<file path="src/design/bec_pkg.sv">
// shared constants and types of the bipolar envelope compressor
// no dependencies; compiled first
`default_nettype none
package bec_pkg;

  // default widths of sample and envelope words
  localparam int SAMPLE_BITS_DEF   = 24;
  localparam int ENVELOPE_BITS_DEF = 40;

  // golden-ratio blend weights, Q0.24
  localparam logic [23:0] PHI_Q24  = 24'd10368890;
  localparam logic [23:0] PHIC_Q24 = 24'd6408326;
  localparam int unsigned ONE_Q24  = 32'd16777216;

  // configuration port
  localparam int CFG_DATA_BITS = 32;
  localparam int CFG_ADDR_BITS = 5;

  typedef enum logic [2:0] {
    REG_ENGAGE      = 3'd0,
    REG_INPUT_GAIN  = 3'd1,
    REG_SMOOTH_RATE = 3'd2,
    REG_MAKEUP      = 3'd3,
    REG_OUTPUT_GAIN = 3'd4
  } reg_idx_e;

  // register reset values
  localparam logic        ENGAGE_RST      = 1'b0;
  localparam logic [15:0] INPUT_GAIN_RST  = 16'd1024;
  localparam logic [20:0] SMOOTH_RATE_RST = 21'd6711;
  localparam logic [16:0] MAKEUP_RST      = 17'd65536;
  localparam logic [15:0] OUTPUT_GAIN_RST = 16'd16384;

endpackage
`default_nettype wire

</file>
<file path="src/design/bec_frame_in_if.sv">
// stream channel that carries one stereo input frame
// depends on bec_pkg for the default sample width
`default_nettype none
interface bec_frame_in_if #(
  parameter int SAMPLE_BITS = bec_pkg::SAMPLE_BITS_DEF
);
  logic                          valid;
  logic                          ready;
  logic signed [SAMPLE_BITS-1:0] left_in;
  logic signed [SAMPLE_BITS-1:0] right_in;

  modport source (output valid, output left_in, output right_in, input ready);
  modport sink   (input valid, input left_in, input right_in, output ready);
endinterface
`default_nettype wire

</file>
<file path="src/design/bec_frame_out_if.sv">
// stream channel that carries one stereo result frame
// depends on bec_pkg for the default sample width
`default_nettype none
interface bec_frame_out_if #(
  parameter int SAMPLE_BITS = bec_pkg::SAMPLE_BITS_DEF
);
  logic                          valid;
  logic                          ready;
  logic signed [SAMPLE_BITS-1:0] left_out;
  logic signed [SAMPLE_BITS-1:0] right_out;

  modport source (output valid, output left_out, output right_out, input ready);
  modport sink   (input valid, input left_out, input right_out, output ready);
endinterface
`default_nettype wire

</file>
<file path="src/design/bipolar_envelope_compressor.sv">
// top level of the stereo bipolar envelope compressor
// depends on bec_pkg, bec_frame_in_if and bec_frame_out_if
`default_nettype none

// One stereo frame is taken at a time. Disengaged, a frame passes through from
// ST_IDLE straight to ST_DONE. Engaged, both channels run through one shared
// shift-and-add multiplier that retires one multiplier bit per cycle, and one
// restoring divider that makes one quotient bit per cycle of a 49-bit quotient
// for the inverse square of the envelope. Results wait in an output register, so
// the next frame is taken while the previous result is still unread. Envelope and
// control gains are kept per channel and per frame parity; parity toggles on every
// frame.
module bipolar_envelope_compressor #(
  parameter int SAMPLE_BITS   = bec_pkg::SAMPLE_BITS_DEF,
  parameter int ENVELOPE_BITS = bec_pkg::ENVELOPE_BITS_DEF
) (
  input  wire logic                                clk_i,
  input  wire logic                                rst_ni,
  bec_frame_in_if.sink                             frame_i,
  bec_frame_out_if.source                          frame_o,
  input  wire logic                                psel,
  input  wire logic                                penable,
  input  wire logic                                pwrite,
  input  wire logic [bec_pkg::CFG_ADDR_BITS-1:0]   paddr,
  input  wire logic [bec_pkg::CFG_DATA_BITS-1:0]   pwdata,
  output logic      [bec_pkg::CFG_DATA_BITS-1:0]   prdata,
  output logic                                     pready
);
  import bec_pkg::*;

  localparam int S    = SAMPLE_BITS;
  localparam int EW   = ENVELOPE_BITS;
  localparam int GB   = S + 6;          // gained sample width
  localparam int BW   = GB + 26;        // blend accumulator width
  localparam int MW   = EW + 2;         // mixed gain width
  localparam int AW   = S + 8;          // scaled magnitude width
  localparam int QW   = 49;             // 2^48 / env quotient width
  localparam int SQS  = 2 * S - 26;     // square shift down to Q.24
  localparam int WM0  = (MW > AW) ? MW : AW;
  localparam int WM   = (WM0 > QW) ? WM0 : QW;
  localparam int PW   = 2 * WM;         // product width

  localparam logic [GB+2:0] SONE3  = {{(GB+3-S){1'b0}}, 1'b1, {(S-1){1'b0}}};
  localparam logic [GB-2:0] SONE_H = {{(GB-1-S){1'b0}}, 1'b1, {(S-1){1'b0}}};
  localparam logic [S-1:0]  SONE_S = {1'b1, {(S-1){1'b0}}};
  localparam logic [EW-1:0] ENV_ONE = EW'(ONE_Q24);
  localparam logic [5:0]    DIV_STEPS = 6'(QW);

  typedef enum logic [4:0] {
    ST_IDLE, ST_G, ST_B1, ST_B2, ST_SQP, ST_SQN, ST_SM1, ST_SM2,
    ST_DIVS, ST_DIV, ST_INV, ST_MIX1, ST_MIX2, ST_GAIN1, ST_GAIN2,
    ST_OUTM, ST_DONE
  } state_e;

  typedef enum logic [1:0] {SEL_TP, SEL_TN, SEL_CP, SEL_CN} sel_e;

  // configuration registers
  logic        engage_q;
  logic [15:0] input_gain_q;
  logic [20:0] rate_q;
  logic [16:0] makeup_q;
  logic [15:0] out_gain_q;

  // sequencer and working registers
  state_e          state_q;
  sel_e            sel_q;
  logic            ch_q;
  logic            parity_q;
  logic            issued_q;
  logic [S-1:0]    x_q [2];
  logic [S-1:0]    res_q [2];
  logic [GB-1:0]   g_q;
  logic [GB-1:0]   prev_q [2];
  logic [BW-1:0]   bacc_q;
  logic [GB-1:0]   up_q, un_q;
  logic [S-1:0]    op_q, on_q;
  logic [EW-1:0]   fresh_q, sm_q;
  logic [MW-1:0]   m_q;
  logic [32:0]     mo_q;
  logic [AW-1:0]   a_q;
  logic [EW-1:0]   tpos_q [4], tneg_q [4], cpos_q [4], cneg_q [4];

  // shared bit-serial multiplier
  logic [PW-1:0]   mul_a_q, mul_p_q;
  logic [WM-1:0]   mul_b_q;

  // restoring divider
  logic [EW-1:0]   div_d_q, div_rem_q;
  logic [QW-1:0]   div_q_q;
  logic [5:0]      div_cnt_q;

  // output register
  logic            out_valid_q;
  logic [S-1:0]    out_l_q, out_r_q;

  // combinational helpers
  logic [1:0]      idx;
  logic [S-1:0]    x_cur, x_mag;
  logic            x_neg, g_neg, g_pos, prev_neg, mul_done;
  logic [S+15:0]   gx_m;
  logic [S+16:0]   gx_r;
  logic [GB-1:0]   g_abs, g_new, g_mag, prev_mag;
  logic [BW-1:0]   term, bsum;
  logic [GB+1:0]   b_s;
  logic [GB+2:0]   pp, nn;
  logic [GB-1:0]   up_n, un_n;
  logic [GB-2:0]   hp, hn;
  logic [S-1:0]    op_n, on_n;
  logic [EW-1:0]   cap24, capsq, old_cur, env_sel, sm_new;
  logic [EW:0]     sm_sum;
  logic [24:0]     keep;
  logic [S-1:0]    yv, ylim, ysat, yout;
  logic            ybig;
  logic [EW:0]     rem_sh;
  logic [EW-1:0]   mix_term;
  logic            cfg_wr;

  assign idx      = {parity_q, ch_q};
  assign x_cur    = x_q[ch_q];
  assign x_neg    = x_cur[S-1];
  assign x_mag    = x_neg ? (S)'(-x_cur) : x_cur;
  assign mul_done = issued_q && (mul_b_q == '0);

  // drive gain with floor toward minus infinity
  assign gx_m  = mul_p_q[S+15:0];
  assign gx_r  = {1'b0, gx_m} + (S+17)'(1023);
  assign g_abs = x_neg ? gx_r[S+15:10] : gx_m[S+15:10];
  assign g_new = x_neg ? (GB)'(-g_abs) : g_abs;

  assign g_neg    = g_q[GB-1];
  assign g_pos    = !g_q[GB-1] && (g_q != '0);
  assign g_mag    = g_neg ? (GB)'(-g_q) : g_q;
  assign prev_neg = prev_q[ch_q][GB-1];
  assign prev_mag = prev_neg ? (GB)'(-prev_q[ch_q]) : prev_q[ch_q];

  // signed blend terms
  assign term = (state_q == ST_B1) ?
                (g_neg ? (BW)'(-mul_p_q[BW-1:0]) : mul_p_q[BW-1:0]) :
                (prev_neg ? (BW)'(-mul_p_q[BW-1:0]) : mul_p_q[BW-1:0]);
  assign bsum = bacc_q + term;
  assign b_s  = bsum[BW-1:24];
  assign pp   = {b_s[GB+1], b_s} + SONE3;
  assign nn   = SONE3 - {b_s[GB+1], b_s};
  assign up_n = pp[GB+2] ? '0 : pp[GB-1:0];
  assign un_n = nn[GB+2] ? '0 : nn[GB-1:0];
  assign hp   = up_n[GB-1:1];
  assign hn   = un_n[GB-1:1];
  assign op_n = (hp > SONE_H) ? SONE_S : hp[S-1:0];
  assign on_n = (hn > SONE_H) ? SONE_S : hn[S-1:0];

  // product extracts; cap24 and capsq saturate
  assign cap24    = (|mul_p_q[PW-1:EW+24]) ? '1 : mul_p_q[EW+23:24];
  assign capsq    = (|mul_p_q[PW-1:EW+SQS]) ? '1 : mul_p_q[EW+SQS-1:SQS];
  assign mix_term = mul_p_q[EW+S-2:S-1];

  // one-pole smoothing operands
  assign keep = 25'(ONE_Q24) - 25'(rate_q);
  always_comb begin
    case (sel_q)
      SEL_TP:  old_cur = tpos_q[idx];
      SEL_TN:  old_cur = tneg_q[idx];
      SEL_CP:  old_cur = cpos_q[idx];
      SEL_CN:  old_cur = cneg_q[idx];
      default: old_cur = tpos_q[idx];
    endcase
  end
  assign sm_sum  = {1'b0, sm_q} + {1'b0, cap24};
  assign sm_new  = sm_sum[EW] ? '1 : sm_sum[EW-1:0];
  assign env_sel = g_pos ? tpos_q[idx] : tneg_q[idx];

  // divider step
  assign rem_sh = {div_rem_q, (div_cnt_q == DIV_STEPS)};

  // final scale and saturation
  assign ybig = |mul_p_q[PW-1:24+S];
  assign yv   = mul_p_q[24+S-1:24];
  assign ylim = g_neg ? SONE_S : SONE_S - 1'b1;
  assign ysat = (ybig || (yv > ylim)) ? ylim : yv;
  assign yout = g_neg ? (S)'(-ysat) : ysat;

  // configuration port
  assign cfg_wr = psel && penable && pwrite;
  assign pready = 1'b1;
  always_comb begin
    case (reg_idx_e'(paddr[4:2]))
      REG_ENGAGE:      prdata = CFG_DATA_BITS'(engage_q);
      REG_INPUT_GAIN:  prdata = CFG_DATA_BITS'(input_gain_q);
      REG_SMOOTH_RATE: prdata = CFG_DATA_BITS'(rate_q);
      REG_MAKEUP:      prdata = CFG_DATA_BITS'(makeup_q);
      REG_OUTPUT_GAIN: prdata = CFG_DATA_BITS'(out_gain_q);
      default:         prdata = '0;
    endcase
  end

  always_ff @(posedge clk_i or negedge rst_ni) begin
    if (!rst_ni) begin
      engage_q     <= ENGAGE_RST;
      input_gain_q <= INPUT_GAIN_RST;
      rate_q       <= SMOOTH_RATE_RST;
      makeup_q     <= MAKEUP_RST;
      out_gain_q   <= OUTPUT_GAIN_RST;
    end else if (cfg_wr) begin
      case (reg_idx_e'(paddr[4:2]))
        REG_ENGAGE:      engage_q     <= pwdata[0];
        REG_INPUT_GAIN:  input_gain_q <= pwdata[15:0];
        REG_SMOOTH_RATE: rate_q       <= pwdata[20:0];
        REG_MAKEUP:      makeup_q     <= pwdata[16:0];
        REG_OUTPUT_GAIN: out_gain_q   <= pwdata[15:0];
        default:         ;
      endcase
    end
  end

  // sequencer, datapath and output register
  always_ff @(posedge clk_i or negedge rst_ni) begin
    if (!rst_ni) begin
      state_q     <= ST_IDLE;
      sel_q       <= SEL_TP;
      ch_q        <= 1'b0;
      parity_q    <= 1'b0;
      issued_q    <= 1'b0;
      out_valid_q <= 1'b0;
      mul_b_q     <= '0;
      mul_a_q     <= '0;
      mul_p_q     <= '0;
      div_cnt_q   <= '0;
      div_rem_q   <= '0;
      div_d_q     <= '1;
      div_q_q     <= '0;
      prev_q[0]   <= '0;
      prev_q[1]   <= '0;
      for (int i = 0; i < 4; i++) begin
        tpos_q[i] <= ENV_ONE;
        tneg_q[i] <= ENV_ONE;
        cpos_q[i] <= ENV_ONE;
        cneg_q[i] <= ENV_ONE;
      end
    end else begin
      // multiplier retires one bit of its second operand per cycle
      if (mul_b_q != '0) begin
        if (mul_b_q[0]) mul_p_q <= mul_p_q + mul_a_q;
        mul_a_q <= {mul_a_q[PW-2:0], 1'b0};
        mul_b_q <= {1'b0, mul_b_q[WM-1:1]};
      end

      // a finished frame reloads the output register itself
      if (out_valid_q && frame_o.ready && (state_q != ST_DONE)) out_valid_q <= 1'b0;

      case (state_q)
        ST_IDLE: begin
          if (frame_i.valid) begin
            x_q[0] <= frame_i.left_in;
            x_q[1] <= frame_i.right_in;
            ch_q   <= 1'b0;
            if (engage_q) begin
              state_q <= ST_G;
            end else begin
              res_q[0] <= frame_i.left_in;
              res_q[1] <= frame_i.right_in;
              state_q  <= ST_DONE;
            end
          end
        end

        ST_G: begin
          if (!issued_q) begin
            mul_a_q <= PW'(x_mag); mul_b_q <= WM'(input_gain_q);
            mul_p_q <= '0; issued_q <= 1'b1;
          end else if (mul_done) begin
            g_q <= g_new; issued_q <= 1'b0; state_q <= ST_B1;
          end
        end

        ST_B1: begin
          if (!issued_q) begin
            mul_a_q <= PW'(g_mag); mul_b_q <= WM'(PHI_Q24);
            mul_p_q <= '0; issued_q <= 1'b1;
          end else if (mul_done) begin
            bacc_q <= term; issued_q <= 1'b0; state_q <= ST_B2;
          end
        end

        ST_B2: begin
          if (!issued_q) begin
            mul_a_q <= PW'(prev_mag); mul_b_q <= WM'(PHIC_Q24);
            mul_p_q <= '0; issued_q <= 1'b1;
          end else if (mul_done) begin
            prev_q[ch_q] <= g_q;
            up_q <= up_n; un_q <= un_n;
            op_q <= op_n; on_q <= on_n;
            issued_q <= 1'b0; state_q <= ST_SQP;
          end
        end

        ST_SQP: begin
          if (!issued_q) begin
            mul_a_q <= PW'(up_q); mul_b_q <= WM'(up_q);
            mul_p_q <= '0; issued_q <= 1'b1;
          end else if (mul_done) begin
            fresh_q <= capsq; sel_q <= SEL_TP;
            issued_q <= 1'b0; state_q <= ST_SM1;
          end
        end

        ST_SQN: begin
          if (!issued_q) begin
            mul_a_q <= PW'(un_q); mul_b_q <= WM'(un_q);
            mul_p_q <= '0; issued_q <= 1'b1;
          end else if (mul_done) begin
            fresh_q <= capsq; sel_q <= SEL_TN;
            issued_q <= 1'b0; state_q <= ST_SM1;
          end
        end

        // keep part of the one-pole update
        ST_SM1: begin
          if (!issued_q) begin
            mul_a_q <= PW'(old_cur); mul_b_q <= WM'(keep);
            mul_p_q <= '0; issued_q <= 1'b1;
          end else if (mul_done) begin
            sm_q <= cap24; issued_q <= 1'b0; state_q <= ST_SM2;
          end
        end

        // fresh part, sum, write back and pick the next update
        ST_SM2: begin
          if (!issued_q) begin
            mul_a_q <= PW'(fresh_q); mul_b_q <= WM'(rate_q);
            mul_p_q <= '0; issued_q <= 1'b1;
          end else if (mul_done) begin
            issued_q <= 1'b0;
            case (sel_q)
              SEL_TP: begin
                tpos_q[idx] <= sm_new; state_q <= ST_SQN;
              end
              SEL_TN: begin
                tneg_q[idx] <= sm_new;
                state_q <= (g_q != '0) ? ST_DIVS : ST_MIX1;
              end
              SEL_CP: begin
                cpos_q[idx] <= sm_new; state_q <= ST_MIX1;
              end
              SEL_CN: begin
                cneg_q[idx] <= sm_new; state_q <= ST_MIX1;
              end
              default: state_q <= ST_MIX1;
            endcase
          end
        end

        // inverse square of the envelope on the side that matches the sign
        ST_DIVS: begin
          sel_q <= g_pos ? SEL_CP : SEL_CN;
          if (env_sel == '0) begin
            fresh_q <= '1; state_q <= ST_SM1;
          end else begin
            div_d_q   <= env_sel;
            div_rem_q <= '0;
            div_q_q   <= '0;
            div_cnt_q <= DIV_STEPS;
            state_q   <= ST_DIV;
          end
        end

        ST_DIV: begin
          if (div_cnt_q != '0) begin
            if (rem_sh >= {1'b0, div_d_q}) begin
              div_rem_q <= EW'(rem_sh - {1'b0, div_d_q});
              div_q_q   <= {div_q_q[QW-2:0], 1'b1};
            end else begin
              div_rem_q <= rem_sh[EW-1:0];
              div_q_q   <= {div_q_q[QW-2:0], 1'b0};
            end
            div_cnt_q <= div_cnt_q - 1'b1;
          end else begin
            state_q <= ST_INV;
          end
        end

        ST_INV: begin
          if (!issued_q) begin
            mul_a_q <= PW'(div_q_q); mul_b_q <= WM'(div_q_q);
            mul_p_q <= '0; issued_q <= 1'b1;
          end else if (mul_done) begin
            fresh_q <= cap24; issued_q <= 1'b0; state_q <= ST_SM1;
          end
        end

        ST_MIX1: begin
          if (!issued_q) begin
            mul_a_q <= PW'(cpos_q[idx]); mul_b_q <= WM'(op_q);
            mul_p_q <= '0; issued_q <= 1'b1;
          end else if (mul_done) begin
            m_q <= MW'(mix_term); issued_q <= 1'b0; state_q <= ST_MIX2;
          end
        end

        ST_MIX2: begin
          if (!issued_q) begin
            mul_a_q <= PW'(cneg_q[idx]); mul_b_q <= WM'(on_q);
            mul_p_q <= '0; issued_q <= 1'b1;
          end else if (mul_done) begin
            m_q <= m_q + MW'(mix_term); issued_q <= 1'b0; state_q <= ST_GAIN1;
          end
        end

        ST_GAIN1: begin
          if (!issued_q) begin
            mul_a_q <= PW'(makeup_q); mul_b_q <= WM'(out_gain_q);
            mul_p_q <= '0; issued_q <= 1'b1;
          end else if (mul_done) begin
            mo_q <= mul_p_q[32:0]; issued_q <= 1'b0; state_q <= ST_GAIN2;
          end
        end

        ST_GAIN2: begin
          if (!issued_q) begin
            mul_a_q <= PW'(g_mag); mul_b_q <= WM'(mo_q);
            mul_p_q <= '0; issued_q <= 1'b1;
          end else if (mul_done) begin
            a_q <= mul_p_q[30+AW-1:30]; issued_q <= 1'b0; state_q <= ST_OUTM;
          end
        end

        ST_OUTM: begin
          if (!issued_q) begin
            mul_a_q <= PW'(m_q); mul_b_q <= WM'(a_q);
            mul_p_q <= '0; issued_q <= 1'b1;
          end else if (mul_done) begin
            res_q[ch_q] <= yout;
            issued_q    <= 1'b0;
            if (!ch_q) begin
              ch_q <= 1'b1; state_q <= ST_G;
            end else begin
              state_q <= ST_DONE;
            end
          end
        end

        // hand the frame to the output register once it is free
        ST_DONE: begin
          if (!out_valid_q || frame_o.ready) begin
            out_l_q     <= res_q[0];
            out_r_q     <= res_q[1];
            out_valid_q <= 1'b1;
            parity_q    <= !parity_q;
            state_q     <= ST_IDLE;
          end
        end

        default: state_q <= ST_IDLE;
      endcase
    end
  end

  assign frame_i.ready     = (state_q == ST_IDLE);
  assign frame_o.valid     = out_valid_q;
  assign frame_o.left_out  = out_l_q;
  assign frame_o.right_out = out_r_q;

  // divider remainder stays below the divisor
  a_div_rem: assert property (@(posedge clk_i) disable iff (!rst_ni)
    (state_q == ST_DIV) |-> (div_rem_q < div_d_q))
    else $error("divider remainder not below divisor");

  // a control gain is only written back for a sample of matching sign
  a_ctrl_pos: assert property (@(posedge clk_i) disable iff (!rst_ni)
    (state_q == ST_SM2 && sel_q == SEL_CP) |-> g_pos)
    else $error("positive control gain updated on non-positive sample");

  a_ctrl_neg: assert property (@(posedge clk_i) disable iff (!rst_ni)
    (state_q == ST_SM2 && sel_q == SEL_CN) |-> g_neg)
    else $error("negative control gain updated on non-negative sample");

  // a new result only appears when the sequencer finishes a frame
  a_out_from_done: assert property (@(posedge clk_i) disable iff (!rst_ni)
    $rose(out_valid_q) |-> ($past(state_q) == ST_DONE))
    else $error("result raised outside frame completion");

  // parity moves only when a frame completes
  a_parity: assert property (@(posedge clk_i) disable iff (!rst_ni)
    (parity_q != $past(parity_q)) |-> ($past(state_q) == ST_DONE))
    else $error("frame parity toggled without a completed frame");

endmodule
`default_nettype wire

</file>
<file path="src/flat_wrapper.sv">
// flat-port wrapper written by rule: the top's interface ports become plain ports
module bipolar_envelope_compressor_flat import bec_pkg::*;
#(
  parameter int SAMPLE_BITS   = bec_pkg::SAMPLE_BITS_DEF,
  parameter int ENVELOPE_BITS = bec_pkg::ENVELOPE_BITS_DEF
)
  (clk_i, rst_ni, psel, penable, pwrite, paddr, pwdata, prdata, pready, frame_i_valid, frame_i_left_in, frame_i_right_in, frame_i_ready, frame_o_valid, frame_o_left_out, frame_o_right_out, frame_o_ready);
  bec_frame_in_if #(.SAMPLE_BITS(SAMPLE_BITS)) frame_i_i ();
  bec_frame_out_if #(.SAMPLE_BITS(SAMPLE_BITS)) frame_o_i ();
  input  wire logic clk_i;
  input  wire logic rst_ni;
  input  wire logic psel;
  input  wire logic penable;
  input  wire logic pwrite;
  input  wire logic [bec_pkg::CFG_ADDR_BITS-1:0] paddr;
  input  wire logic [bec_pkg::CFG_DATA_BITS-1:0] pwdata;
  output logic      [bec_pkg::CFG_DATA_BITS-1:0] prdata;
  output logic pready;
  input wire logic [$bits(frame_i_i.valid)-1:0] frame_i_valid;
  input wire logic [$bits(frame_i_i.left_in)-1:0] frame_i_left_in;
  input wire logic [$bits(frame_i_i.right_in)-1:0] frame_i_right_in;
  output wire logic [$bits(frame_i_i.ready)-1:0] frame_i_ready;
  output wire logic [$bits(frame_o_i.valid)-1:0] frame_o_valid;
  output wire logic [$bits(frame_o_i.left_out)-1:0] frame_o_left_out;
  output wire logic [$bits(frame_o_i.right_out)-1:0] frame_o_right_out;
  input wire logic [$bits(frame_o_i.ready)-1:0] frame_o_ready;
  assign frame_i_i.valid = frame_i_valid;
  assign frame_i_i.left_in = frame_i_left_in;
  assign frame_i_i.right_in = frame_i_right_in;
  assign frame_i_ready = frame_i_i.ready;
  assign frame_o_valid = frame_o_i.valid;
  assign frame_o_left_out = frame_o_i.left_out;
  assign frame_o_right_out = frame_o_i.right_out;
  assign frame_o_i.ready = frame_o_ready;
  bipolar_envelope_compressor #(.SAMPLE_BITS(SAMPLE_BITS), .ENVELOPE_BITS(ENVELOPE_BITS)) u_core (.clk_i(clk_i), .rst_ni(rst_ni), .frame_i(frame_i_i), .frame_o(frame_o_i), .psel(psel), .penable(penable), .pwrite(pwrite), .paddr(paddr), .pwdata(pwdata), .prdata(prdata), .pready(pready));
endmodule
</file>
<file path="config.mk">
export PLATFORM = sky130hd
export DESIGN_NAME = bipolar_envelope_compressor_flat
export DESIGN_NICKNAME = d
export VERILOG_FILES = /design/src/design/bec_pkg.sv /design/src/design/bec_frame_in_if.sv /design/src/design/bec_frame_out_if.sv /design/src/design/bipolar_envelope_compressor.sv /design/src/flat_wrapper.sv
export SDC_FILE = /design/constraint.sdc
export NUM_CORES = 2
export LEC_CHECK = 0
export ABC_AREA = 1
export BUFFER_PORTS_ARGS = -buffer_cell sky130_fd_sc_hd__buf_4
export CAP_MARGIN = 25
export CELL_PAD_IN_SITES_DETAIL_PLACEMENT = 2
export CELL_PAD_IN_SITES_GLOBAL_PLACEMENT = 2
export CORE_MARGIN = 8
export CORE_UTILIZATION = 38
export CTS_CLUSTER_SIZE = 8
export DETAILED_ROUTE_END_ITERATION = 6
export PLACE_DENSITY_LB_ADDON = 0.1
export SLEW_MARGIN = 20
export SYNTH_ARGS = -nofsm -noshare
export SYNTH_HDL_FRONTEND = slang
export SYNTH_SLANG_ARGS = --single-unit
</file>
<file path="constraint.sdc">
create_clock -name clk_i -period 11.8 [get_ports clk_i]
set_clock_uncertainty 0.1 [all_clocks]
set_input_delay 3.54 -clock clk_i [delete_from_list [all_inputs] [get_ports clk_i]]
set_output_delay 3.54 -clock clk_i [all_outputs]
set_load 0.02 [all_outputs]
</file>
# --- Word-level counts from Yosys, hierarchy flattened ---
# Memory sizes are Yosys's and may differ from the RTL's. A register that Yosys moved wholly into a read port is not among the register bits.
# Index checks and enable logic that the tools add are counted.
classes:
  n_mux: 158
  n_reduce_logical: 63
  n_addsub: 16
  eq_ne: 61
  order_cmp: 8
  bitwise_logic: 3
op_table:
  columns: ["op", "n"]
  rows:
  - ["$mux 98", 17]
  - ["$pmux 98 s12", 1]
  - ["$mux 40", 21]
  - ["$mux 49", 16]
  - ["$bwmux 160", 4]
  - ["$pmux 49 s13", 1]
  - ["$bmux 40 s2", 4]
  - ["$mux 30", 10]
  - ["$mux 42", 4]
  - ["$mux 56", 3]
  - ["$pmux 40 s4", 1]
  - ["$mux 5", 27]
  - ["$mux 24", 5]
  - ["$pmux 40 s3", 1]
  - ["$pmux 21 s5", 1]
  - ["$add 98x98->98", 1]
  - ["$pmux 49 s2", 1]
  - ["$neg 30->30", 3]
  - ["$pmux 42 s2", 1]
  - ["$demux 40 s2", 1]
  - ["$pmux 40 s2", 1]
  - ["$pmux 5 s15", 1]
  - ["$ne 2x1->1 const B", 33]
  - ["$bwmux 60", 1]
  - ["70 further kinds", 150]
totals:
  word_cells: 360
  ff_bits: 1543
  out_inout_bits: 83
  memories: 2
  ramBits: 96
mem_list:
  columns: ["memory", "depth", "word_bits", "read_ports", "rd_ports_with_merged_regs", "write_ports", "line", "text"]
  rows:
  - ["u_core.res_q", 2, 24, 2, 2, 2, "bipolar_envelope_compressor.sv:71", "logic [S-1:0] res_q [2];"]
  - ["u_core.x_q", 2, 24, 1, 0, 2, "bipolar_envelope_compressor.sv:70", "logic [S-1:0] x_q [2];"]

# --- Logic depth before layout (Yosys ltp) ---
depth:
  word_depth: 10
  ltp_mapped: 46
  mapped_depth_nobuf: 45

# --- Least setup slack after synthesis ---
# Ideal clock, no wire load.
synth_timing:
  kind: "input -> register"
  from: "input rst_ni"
  to: "register u_core.on_q[0], enable pin"
  setup_ps: 707
  t_arrival_ps: 10908
  path_slack_ps: 85
  cell_stages: 2
  path_cell_list: "inv_1 -> nor3_1"
synth_via:
  elab_chain_cells: 1
synth_rtl:
  columns: ["element", "line", "text"]
  rows:
  - ["start, declared", "flat_wrapper.sv:11", "input wire logic rst_ni;"]
  - ["$reduce_and 4->1 (no source line)", null, null]
  - ["end signal, assigned", "bipolar_envelope_compressor.sv:290", "op_q <= op_n; on_q <= on_n;"]
  - ["end, declared", "bipolar_envelope_compressor.sv:76", "logic [S-1:0] op_q, on_q;"]
# No other way between the ends.
# A chain may end at the register's enable or synchronous reset.

# --- Worst setup path in the final report ---
layout_timing:
  from: "input paddr[2] (netlist name)"
  to: "output prdata[5] (netlist name)"
layout_via:
  elab_chain_cells: 2
  word_cells_on_any_way: 6
  classes_between: "4 x eq/ne; 1 x mux; 1 x reduce/logical"
layout_rtl:
  columns: ["element", "line", "text"]
  rows:
  - ["start, declared", "flat_wrapper.sv:15", "input wire logic [bec_pkg::CFG_ADDR_BITS-1:0] paddr;"]
  - ["$eq 3x3->1 (tied with other cells)", "bipolar_envelope_compressor.sv:185", "case (reg_idx_e'(paddr[4:2]))"]
  - ["$pmux 21 s5 (*)", "bipolar_envelope_compressor.sv:185", null]
  - ["end, declared", "flat_wrapper.sv:17", "output logic [bec_pkg::CFG_DATA_BITS-1:0] prdata;"]
# Every way passes the cells marked *; elsewhere a longest branch is shown, timed or not.

==> out/qor.yml <==
grt:
  grt_pass1_vias: 108000
  grt_pass1_wl_um: 776000
  overflow: 0
  grt_max_degree: 160
  antenna_found_initial: 36
  grt_usage_pct: 36.9
sta:
  slew_viol_final: 0
  fin_crit_ns: 9.06
  fin_setup_tns_ns: 0
  setup_ws_ns: 2.74
  max_freq_mhz: 110
  rsz0062_at_grt: "false"
  slew_headroom_pct: 12.6
  setup_viol: 0
  worst_pin_slew_ns: 1.31
  fin_crit_sh_pct: 76.7
  hold_viol: 0
status:
  status: "finished, final reports clean"
synth:
  synth_seq_area_share_pct: 44.4
  synth_edf_count: 525
  syn_inst: 13300
  async_flop_share_pct: 68.9
  synth.distinct_cells: 78
  avgSynthCellArea_um2: 7.63
  ys_ff_latch: 1687
  synth_top_flop_cell: "dfrtp_1"
  ys.warnings.count: 0
  synth_area_um2: 101000
clocking:
  cts.sinks: 1687
  htreeDepth: 4
  cts_buffer_depth: 4
  cts.reportedPaths.clkPinSlew_ns: 0.06
  cts_root_buf: "clkbuf_16"
  cts-hold-fix-buffers: 0
  cts_tree: "yes"
  cts-resized-gates: 0
  cts_buffers: 238
  worstSkewPairLatency_ns: 0.97
  cts_setup_buffers: 0
detailed_routing:
  route.detailed.drc: 0
  first_iter_violations: 9897
  vias: 103000
  post_drt_wl_per_cell_um: 32.0
  routed_wl_um: 544000
  drtAntennaViolNets: 0
  via_per_inst: 6.03
  first_pass_iters: 5
floorplan:
  start_util_pct: 38.2
  dieArea_um2: 283000
  fp-row-count: 189
  boundaryPins: 175
  die_w_um: 532
  die_h_um: 532
  core-area_um2: 265000
worst_setup_path:
  r2r_cells: 37
  crit_fanout: 9
  r2r_start: "u_core.mul_p_q[0]$_DFF_PN0_"
  end_kind: "output port"
  r2r_end: "u_core.on_q[4]$_SDFFCE_PN0P_"
  reg2reg_slack_ns: 2.98
  path_class: "primary input to output port"
  start_kind: "primary input"
  critPathRequiredTime_ns: 8.16
  cp.arrival_ns: 5.42
min_path:
  hold_path_depth: 0
  hold_class: "flip-flop to flip-flop"
  worstHoldStart: "u_core.res_q[1][19]$_DFFE_PP_"
  hold_end: "frame_o_right_out[19]$_DFFE_PP_"
power:
  power.density_nw_per_um2: 279
  p_leak_nw: 51.9
  ir_drop_uv: 491
place:
  gp_congestion: 1.03
  dp_hpwl_um: 407000
  pre_cts_ws_ns: 2.89
  placedCellCount: 16600
  portBuffers: 149
final_layout:
  final_layout_size_suffix_gt1_share_pct: 7.57
  fin_nets: 13700
  syn_to_final_growth_pct: 12.5
  fin_cells: 17000
run:
  cap_violations: 0
layout make-up:
type                       count  area [um2]
clock inverter                10         144
inverter                    1694        6370
sequential                  1687       44900
fill                       30400      151000
tap                         3533        4420
clock buffer                 406        6690
multi-input combinational   9245       47700
timing repair buffer         414        3410
antenna                       21        52.6
metrics by stage:
| stage | hold WS (ns) | util, % | total power, mW | cell area [um2] |
|---|---|---|---|---|
| after detailed placement | 0.308 | 40.2 | 24.6 | 107000 |
| final | 0.215 | 42.9 | 31.7 | 114000 |
| after floorplan | 0.300 | - | 17.4 | 101000 |
| after global routing | 0.239 | 42.9 | 33.1 | 114000 |
| after CTS | 0.219 | 42.8 | 31.4 | 113000 |
| after global placement | 0.304 | 40.1 | 24.0 | 106000 |
per-layer routing:
layer | up-vias | global-route usage [%] | wire, um
li1 | 44000 | - | -
met1 | 53100 | 46.6 | 218000
met2 | 4138 | 58.6 | 244000
met3 | 1251 | 6.37 | 39100
met4 | 22 | 23.6 | 42300
met5 | - | 0 | 152
cells in the mapped netlist, drive strengths merged (117+ instances only):
library cell | count | area share (%)
nand2 | 3512 | 13
edfxtp | 525 | 16
nor3 | 209 | 1.1
a22oi | 124 | 0.92
buf | 117 | 0.59
clkbuf | 521 | 1.9
o21ai | 1400 | 6.9
inv | 1672 | 6.2
nor2 | 1177 | 4.5
o22ai | 135 | 0.84
nand3 | 398 | 2.0
dfrtp | 1095 | 27
ha | 310 | 3.8
xor2 | 220 | 1.9
a21oi | 685 | 3.5
worst max path at each step:
stage / from / to / depth (start not counted)
final: paddr[2] / prdata[5] / 7
after global routing: u_core.mul_p_q[0]$_DFF_PN0_ / u_core.on_q[15]$_SDFFCE_PN0P_ / 37
after CTS: paddr[2] / prdata[7] / 7
after detailed placement: u_core.mul_p_q[0]$_DFF_PN0_ / u_core.on_q[10]$_SDFFCE_PN0P_ / 37
after global placement: paddr[2] / prdata[14] / 7
after floorplan: rst_ni / u_core.on_q[0]$_SDFFCE_PN0P_ / 2
flip-flops by register name, indices dropped and copies added (netlist names), 42 cells and up:
signal,cells
u_core.div_q_q,49
u_core.mul_p_q,98
u_core.bacc_q,56
u_core.prev_q,60
u_core.m_q,42
u_core.cpos_q,160
u_core.mul_a_q,98
u_core.cneg_q,160
u_core.tpos_q,160
u_core.x_q,48
u_core.tneg_q,160
u_core.res_q,48
u_core.mul_b_q,49
worst max-delay path, stage by stage:
cell	delay, ns
buf_4	0.11
nor2_1	0.07
nand2_1	0.34
clkinv_1	0.50
nand2_1	0.16
o2111ai_1	0.37
buf_4	0.31
where the power goes:
part	internal (mW)	leakage, nW	total (mW)	switching, mW
combinational	4.35	28.4	17.3	13.0
sequential	6.91	20.2	7.73	0.818
clock	3.79	3.25	6.63	2.83
placed cells by master, fill, tap and decap left out, types with 27 or more instances in the layout:
| master | count |
|---|---|
| dfstp_2 | 67 |
| a31oi_1 | 112 |
| o22ai_1 | 135 |
| xnor2_1 | 79 |
| o221ai_1 | 87 |
| nand2_1 | 3467 |
| clkbuf_1 | 162 |
| a22o_1 | 30 |
| o2111ai_1 | 27 |
| nand3_1 | 388 |
| nor3_1 | 187 |
| o21ai_0 | 1351 |
| nand4_1 | 113 |
| o21ai_1 | 44 |
| inv_1 | 1626 |
| nor2_4 | 39 |
| a221oi_1 | 86 |
| a211oi_1 | 32 |
| or2_2 | 60 |
| inv_2 | 42 |
| nor2_1 | 1114 |
| a21oi_1 | 663 |
| xor2_1 | 220 |
| dfrtp_1 | 1092 |
| ha_1 | 310 |
| edfxtp_1 | 525 |
| nand2_2 | 38 |
| buf_4 | 380 |
| a22oi_1 | 124 |
| o21a_1 | 45 |
| clkbuf_16 | 243 |
| o211ai_1 | 90 |
| nor4_1 | 60 |
kinds of logic (layout without fill, tap and decap cells):
family,count (synthesis),count (layout),synth area share [%]
other cells,2,33,0.00743
fa+ha+maj,314,314,3.92
simple gates,5579,5579,22.5
xor+xnor,299,299,2.59
flops,1687,1687,44.4
mux,20,20,0.198
compound gates,3021,3021,17.5
buf+inv,2332,2524,8.82
Note: power is estimated with default switching activity, not from simulation.
